<file path="src/rtl/greedy_box_suppression_macros.svh">
// Assertion macros for the greedy box suppression block.
// Included by modules that check their own control logic.
`ifndef GREEDY_BOX_SUPPRESSION_MACROS_SVH
`define GREEDY_BOX_SUPPRESSION_MACROS_SVH
// Implication checked on every rising clock edge outside reset.
`define GBS_ASSERT(lbl, clk, rst_n, prop, msg) \
  lbl: assert property (@(posedge clk) disable iff (!rst_n) prop) else $error(msg);
`endif

</file>
<file path="src/rtl/gbs_pkg.sv">
// Package for greedy box suppression: payload structs, widths and defaults.
// No dependencies.
`timescale 1ns / 1ps
package gbs_pkg;
  localparam int unsigned MaxKeptDefault  = 64;
  localparam int unsigned MaxBoxesDefault = 4096;
  localparam logic [15:0] IouResetValue   = 16'd29491;

  typedef struct packed {
    logic               first_of_frame;
    logic signed [15:0] box_left;
    logic signed [15:0] box_top;
    logic        [15:0] box_width;
    logic        [15:0] box_height;
  } gbs_in_t;

  typedef struct packed {
    logic        keep;
    logic [11:0] box_index;
    logic        store_full;
  } gbs_out_t;

  // Stored form of a kept box.
  typedef struct packed {
    logic signed [17:0] left;
    logic signed [17:0] top;
    logic signed [17:0] right;
    logic signed [17:0] bottom;
    logic        [31:0] area;
  } gbs_box_t;

  typedef enum logic [1:0] {
    ST_IDLE,
    ST_SCAN,
    ST_DRAIN,
    ST_DONE
  } gbs_state_e;
endpackage

</file>
<file path="src/rtl/gbs_iou.sv">
// Overlap test of the incoming box against one stored box; intersection and area sum are registered.
// Depends on gbs_pkg.
`timescale 1ns / 1ps
module gbs_iou
  import gbs_pkg::*;
(
  input  logic        clk_i,
  input  logic        rst_ni,
  input  logic        valid_i,
  input  gbs_box_t    cur_i,
  input  gbs_box_t    kept_i,
  input  logic [15:0] thr_i,
  output logic        valid_o,
  output logic        hit_o
);
  logic [16:0] iw, ih;
  logic signed [17:0] lo_x, hi_x, lo_y, hi_y;
  logic [33:0] inter_q;
  logic [32:0] asum_q;
  logic        v1_q;
  logic [33:0] uni;
  logic [49:0] lhs, rhs;

  always_comb begin
    lo_x = (cur_i.left > kept_i.left) ? cur_i.left : kept_i.left;
    hi_x = (cur_i.right < kept_i.right) ? cur_i.right : kept_i.right;
    lo_y = (cur_i.top > kept_i.top) ? cur_i.top : kept_i.top;
    hi_y = (cur_i.bottom < kept_i.bottom) ? cur_i.bottom : kept_i.bottom;
    iw = (hi_x > lo_x) ? 17'(hi_x - lo_x) : 17'd0;
    ih = (hi_y > lo_y) ? 17'(hi_y - lo_y) : 17'd0;
  end

  always_ff @(posedge clk_i) begin
    inter_q <= 34'(iw) * 34'(ih);
    asum_q  <= 33'(cur_i.area) + 33'(kept_i.area);
  end

  always_ff @(posedge clk_i or negedge rst_ni) begin
    if (!rst_ni) begin
      v1_q <= 1'b0;
    end else begin
      v1_q <= valid_i;
    end
  end

  always_comb begin
    uni = 34'(asum_q) - inter_q;
    lhs = {inter_q, 16'd0};
    rhs = 50'(thr_i) * 50'(uni);
  end

  assign valid_o = v1_q;
  assign hit_o   = (inter_q != '0) && (uni != '0) && (lhs > rhs);
endmodule

</file>
<file path="config.mk">
export PLATFORM = sky130hd
export DESIGN_NAME = gbs_iou
export DESIGN_NICKNAME = d
export VERILOG_FILES = /design/src/rtl/greedy_box_suppression_macros.svh /design/src/rtl/gbs_pkg.sv /design/src/rtl/gbs_iou.sv
export SDC_FILE = /design/constraint.sdc
export NUM_CORES = 2
export LEC_CHECK = 0
export BUFFER_PORTS_ARGS = -buffer_cell sky130_fd_sc_hd__buf_2
export CAP_MARGIN = 20
export CORE_UTILIZATION = 30
export CTS_CLUSTER_DIAMETER = 120
export DETAILED_ROUTE_END_ITERATION = 16
export PLACE_DENSITY = 0.49
export SYNTH_ARGS = -nofsm -noshare
export SYNTH_HDL_FRONTEND = slang
export SYNTH_SLANG_ARGS = --single-unit
export TNS_END_PERCENT = 100
</file>
<file path="constraint.sdc">
create_clock -name clk_i -period 11.65 [get_ports clk_i]
set_input_delay 0.5825 -clock clk_i [delete_from_list [all_inputs] [get_ports clk_i]]
set_output_delay 0.5825 -clock clk_i [all_outputs]
set_load 0.01 [all_outputs]
</file>
Word level (Yosys, flattened, before mapping). Index checks and enable logic that the tools add are counted.

$add $sub $neg: 4. Multiply operators: 2. $lt $le $gt $ge: 7. Mux-type cells: 6. Reduce and logical (&&, ||, !) cells: 4.

Operators by type and width (number): greater-than comparator 18 bit (4); 2-to-1 mux 18 bit (4); nonzero test 34 bit (2); greater-than comparator 50 bit (1); multiplier 16 x 34 -> 50 bit (1); less-than comparator 18 bit (2); multiplier 17 x 17 -> 34 bit (1); 2-to-1 mux 17 bit (2); subtractor 17 bit (2); subtractor 33 x 34 -> 34 bit (1); adder 32 x 32 -> 33 bit (1); logical AND 1 bit (2).

Register bits after elaboration: 68. Output and inout port bits: 2. Logic and storage cells: 26.

Longest topological paths before layout.
Word-level depth: 5. Gate-level depth with buffers: 50. Depth with buffers taken out: 47.

Least setup slack after synthesis. Ideal clock, no wire load.

Kind: input to register. From: input kept_i[54] (netlist name). To: register inter_q[33]. Arrival time: 10.368 ns. Data required time: 11.578 ns. Slack: 1.210 ns. Stages on the path: 47. Path through: inv_1 > ha_1 > o21a_1 > o2111ai_1 > a21oi_1 > o31a_1 > a2111oi_0 > nor3_1 > o21ai_2 > buf_2 > mux2i_1 > ha_1 > inv_1 > fa_1 > a21o_1 > a21oi_1 > o21bai_1 > a21oi_1 > (+11 left out) > fa_1 > inv_1 > fa_1 > fa_1 > inv_1 > fa_1 > inv_1 > ha_1 > a21o_1 > a21o_1 > a21oi_1 > o22a_1 > a31oi_1 > o31a_1 > a41o_1 > o21a_1 > nor2_1 > xnor2_1.

Cells in the longest elaborated chain, start to end: 5. Elaborated cells between the ends (all ways): 6. Classes of those cells: add/sub (1); mul (1); order compare (2); mux (2).

RTL lines: from (decl) (line gbs_iou.sv:11) `input gbs_box_t kept_i,`; less-than comparator 18 bit (line gbs_iou.sv:26) `hi_x = (cur_i.right < kept_i.right) ? cur_i.right : kept_i.right;`; 2-to-1 mux 18 bit * (line gbs_iou.sv:26); subtractor 17 bit or greater-than comparator 18 bit (tied branches) (line gbs_iou.sv:29) `iw = (hi_x > lo_x) ? 17'(hi_x - lo_x) : 17'd0;`; 2-to-1 mux 17 bit * (line gbs_iou.sv:29); multiplier 17 x 17 -> 34 bit * (line gbs_iou.sv:34) `inter_q <= 34'(iw) * 34'(ih);`; to (signal assigned) (line gbs_iou.sv:34); to (decl) (line gbs_iou.sv:18) `logic [33:0] inter_q;`.

Every way passes the cells marked *; elsewhere a longest branch is shown, timed or not.

Worst setup path in the final report.
From: register inter_q[0]. To: output hit_o.

Cells in the longest elaborated chain, start to end: 4. Elaborated cells between the ends (all ways): 7. Classes of those cells: add/sub (1); mul (1); order compare (1); reduce/logical (4).

RTL lines: subtractor 33 x 34 -> 34 bit (line gbs_iou.sv:47) `uni = 34'(asum_q) - inter_q;`; multiplier 16 x 34 -> 50 bit or nonzero test 34 bit (tied branches) (line gbs_iou.sv:49, gbs_iou.sv:53); greater-than comparator 50 bit or logical AND 1 bit (tied branches) (line gbs_iou.sv:53) `assign hit_o = (inter_q != '0) && (uni != '0) && (lhs > rhs);`; logical AND 1 bit * (line gbs_iou.sv:53); to (decl) (line gbs_iou.sv:14) `output logic hit_o`.

Marks and branches as above.

==> impl_metrics.env <==
export IMPL_ys_async_sr_fraction_pct=1.47
export IMPL_hold_depth=1
export IMPL_io_pins=229
export IMPL_hp_start="valid_i"
export IMPL_drc=0
export IMPL_placementRows=127
export IMPL_worst_slack_ns=0.300
export IMPL_arrival_ns=10.77
export IMPL_timing_slew_headroom_pct=29.0
export IMPL_hold_path_class="primary input to flop"
export IMPL_drt_pass1_iterations=5
export IMPL_crit_path_top_delay_cell="sky130_fd_sc_hd__fa_1"
export IMPL_num_fill_cells=12715
export IMPL_post_route_cells_drive_above_1_share_pct=11.5
export IMPL_critical_path_startpoint="inter_q[0]"
export IMPL_synth_seq_area_share_pct=3.76
export IMPL_maxSlewViolCount=0
export IMPL_path_class="flop to primary output"
export IMPL_dieWidth_um=350
export IMPL_yosysWarnings=0
export IMPL_cts_max_path_buffers=2
export IMPL_clock_sinks=68
export IMPL_root_buffer="sky130_fd_sc_hd__clkbuf_16"
export IMPL_syn_nets=5685
export IMPL_worstSetupStartpointType="flop"
export IMPL_final_weighted_congestion_of_routability_driven_global_placement=0.895
export IMPL_postSynthRegisterBits=68
export IMPL_status="completed"
export IMPL_start_util_pct=30.3
export IMPL_finalSetupViolCount=0
export IMPL_syn_to_final_growth_pct=12.9
export IMPL_vias_in_the_first_global_route=31550
export IMPL_cts_htree_levels=3
export IMPL_worst_setup_path_end_kind="primary output"
export IMPL_gr_total_overflow=0
export IMPL_path_clk_slew_ns=0.07
export IMPL_multiInputGateArea_mm2=0.0316
export IMPL_postSynth_topFlopCell="sky130_fd_sc_hd__dfxtp_1"
export IMPL_synthCells=4349
export IMPL_core_area_mm2=0.120
export IMPL_synth_area_mm2=0.0364
export IMPL_dpl_hpwl_um=97300
export IMPL_final_hold_violation_count=0
export IMPL_die_h_um=350
export IMPL_synth_avg_cell_area_um2=8.36
export IMPL_met3WireLength_um=4940
export IMPL_route_top_layer_used="met5"
export IMPL_routedLengthMet1_um=52500
export IMPL_endpoint_required_time_on_the_critical_path_ns=11.07
export IMPL_timing_max_cap_violations=0
export IMPL_critical_path_top_delay_family="adder cells"
export IMPL_ant_nets=0
export IMPL_ys_types=80
export IMPL_fin_util_pct=34.2
export IMPL_detail_route_wirelength_um=112000
export IMPL_die_area_mm2=0.123
export IMPL_port_buffers=228
export IMPL_detail_route_wl_per_cell_um=18.1
export IMPL_detailroute_via_count=29865
export IMPL_critical_path_max_stage_delay_ns=0.58
export IMPL_worst_slew_pin_transition_ns=1.06
export IMPL_grt_first_pass_wirelength_um=180000
export IMPL_track_usage_pct=18.7
export IMPL_crit_path_max_fanout=5
export IMPL_vias_per_cell=4.81
export IMPL_final_net_count=5927
export IMPL_tritoncts="done"
export IMPL_tritoncts_num_buffers=9
export IMPL_sequential_cell_area_mm2=0.00138
export IMPL_worst_path_buf_inv=7
export IMPL_dpl_worst_slack_ns=-0.0893
export IMPL_worstHoldEndpoint="valid_o"
export IMPL_pin_count_of_the_biggest_net_entering_global_routing=35
export IMPL_number_of_enable_type_register_cells_in_the_synthesized_netlist=0
export IMPL_timing_final_crit_period_ns=11.35
export IMPL_final_min_period_over_clock_period_pct=97.4
export IMPL_met2RoutedLength_um=53500
export IMPL_unrepaired_setup_endpoints_after_global_routing="true"
export IMPL_fmax_mhz=88.1
export IMPL_number_of_antenna_violations_at_the_first_check_in_global_routing=9
export IMPL_drt_initial_drc_count=1407
worst max path at each step:
| stage | to | cells past startpoint |
|---|---|---|
| final | hit_o | 41 |
| after global routing | hit_o | 42 |
| after floorplan | inter_q[33] | 47 |
| after global placement | hit_o | 40 |
| after CTS | hit_o | 42 |
| after detailed placement | hit_o | 40 |
cell families (layout without fill, tap and decap cells):
group / count (synthesis) / in the layout / share of synthesized area [%]
AND/OR/NAND/NOR: 1353 / 1353 / 17.4
flip-flops: 68 / 68 / 3.76
buffers and inverters: 1033 / 1280 / 10.8
other: 0 / 1 / 0
multiplexers: 79 / 79 / 2.30
adder cells (fa/ha/maj): 1109 / 1109 / 52.1
AO/OA/AOI/OAI: 571 / 571 / 10.4
XOR/XNOR: 136 / 136 / 3.28
state kept, by name, summed over array words and instances (netlist names):
register,flops
inter_q,34
valid_o,1
asum_q,33
layout by cell type, fill, tap and decap left out, types with 54 or more instances in the layout:
master                    count
sky130_fd_sc_hd__a21o_1     105
sky130_fd_sc_hd__a21oi_1    150
sky130_fd_sc_hd__and2_1     171
sky130_fd_sc_hd__buf_2      228
sky130_fd_sc_hd__buf_4      149
sky130_fd_sc_hd__dfxtp_1     57
sky130_fd_sc_hd__fa_1       674
sky130_fd_sc_hd__ha_1       414
sky130_fd_sc_hd__inv_1      874
sky130_fd_sc_hd__nand2_1    639
sky130_fd_sc_hd__nor2_1     197
sky130_fd_sc_hd__nor2b_1     54
sky130_fd_sc_hd__o21ai_0     72
sky130_fd_sc_hd__xnor2_1     85
through the flow:
stage | cells | area, um^2 | hold WS (ns) | TNS [ns]
finish | 6209 | 41000 | 0.315 | 0
global route | 6209 | 41000 | 0.302 | -0.104
CTS | 6186 | 40500 | 0.286 | 0
detailed placement | 6167 | 40000 | 0.358 | -0.0893
global placement | 6167 | 40000 | 0.357 | -0.0789
floorplan | 4349 | 36400 | 0.287 | 0
Yosys cell counts (all sizes together), types with 7 or more instances:
cell     count  area [um^2]
a2111oi      7         92.6
ha         435         5440
inv        874         3280
dfxtp       67         1340
nor4        17          113
o211ai      14          105
nor3        47          235
a21boi       9         67.6
clkbuf     128          480
a221oi      14          135
and3        28          175
a21o       105          788
or2          7         43.8
mux2        37          417
o21bai      26          195
xnor2       86          753
o31ai        9         67.6
a21oi      165          833
and4        12          105
o2111ai      7         61.3
mux2i       42          420
fa         674        13500
nor2       199          749
xor2        50          438
nand3       56          280
nand2b      36          225
a31oi       14         87.6
nor3b        7         57.6
and2       176         1100
o21a        25          188
nand4       39          244
o21ai      102          522
a211oi      17          128
or3         14         87.6
nand2      640         2400
nor2b       55          344
o31a         7         61.3
buf         31          150
layer usage:
layer  track usage [%]  vias to the layer above
met5                 0                        -
met2              32.1                      677
li1                  -                    14178
met4              3.11                        8
met3              1.95                       69
met1              25.7                    14933
layout make-up:
| cell class | instances | share of cell area [%] |
|---|---|---|
| diodes | 1 | 0.00610 |
| repair buffers | 390 | 5.96 |
| flip-flops and latches | 68 | 3.37 |
| multi-input cells | 3248 | 76.9 |
| well taps | 1612 | 4.92 |
| inverters | 874 | 8.00 |
| clock inverters | 6 | 0.232 |
| clock buffers | 10 | 0.582 |
timing repair:
item	4_1_cts	5_1_grt
hold buffers	1	0
setup endpoints to repair	1	2
pin swaps	4	25
gates resized for setup	19	90
endpoints found under the hold margin	1	0
buffers inserted	2	22
Power is not shown: default switching activity piles up to over one toggle a cycle in this logic, so the estimate is an artifact.
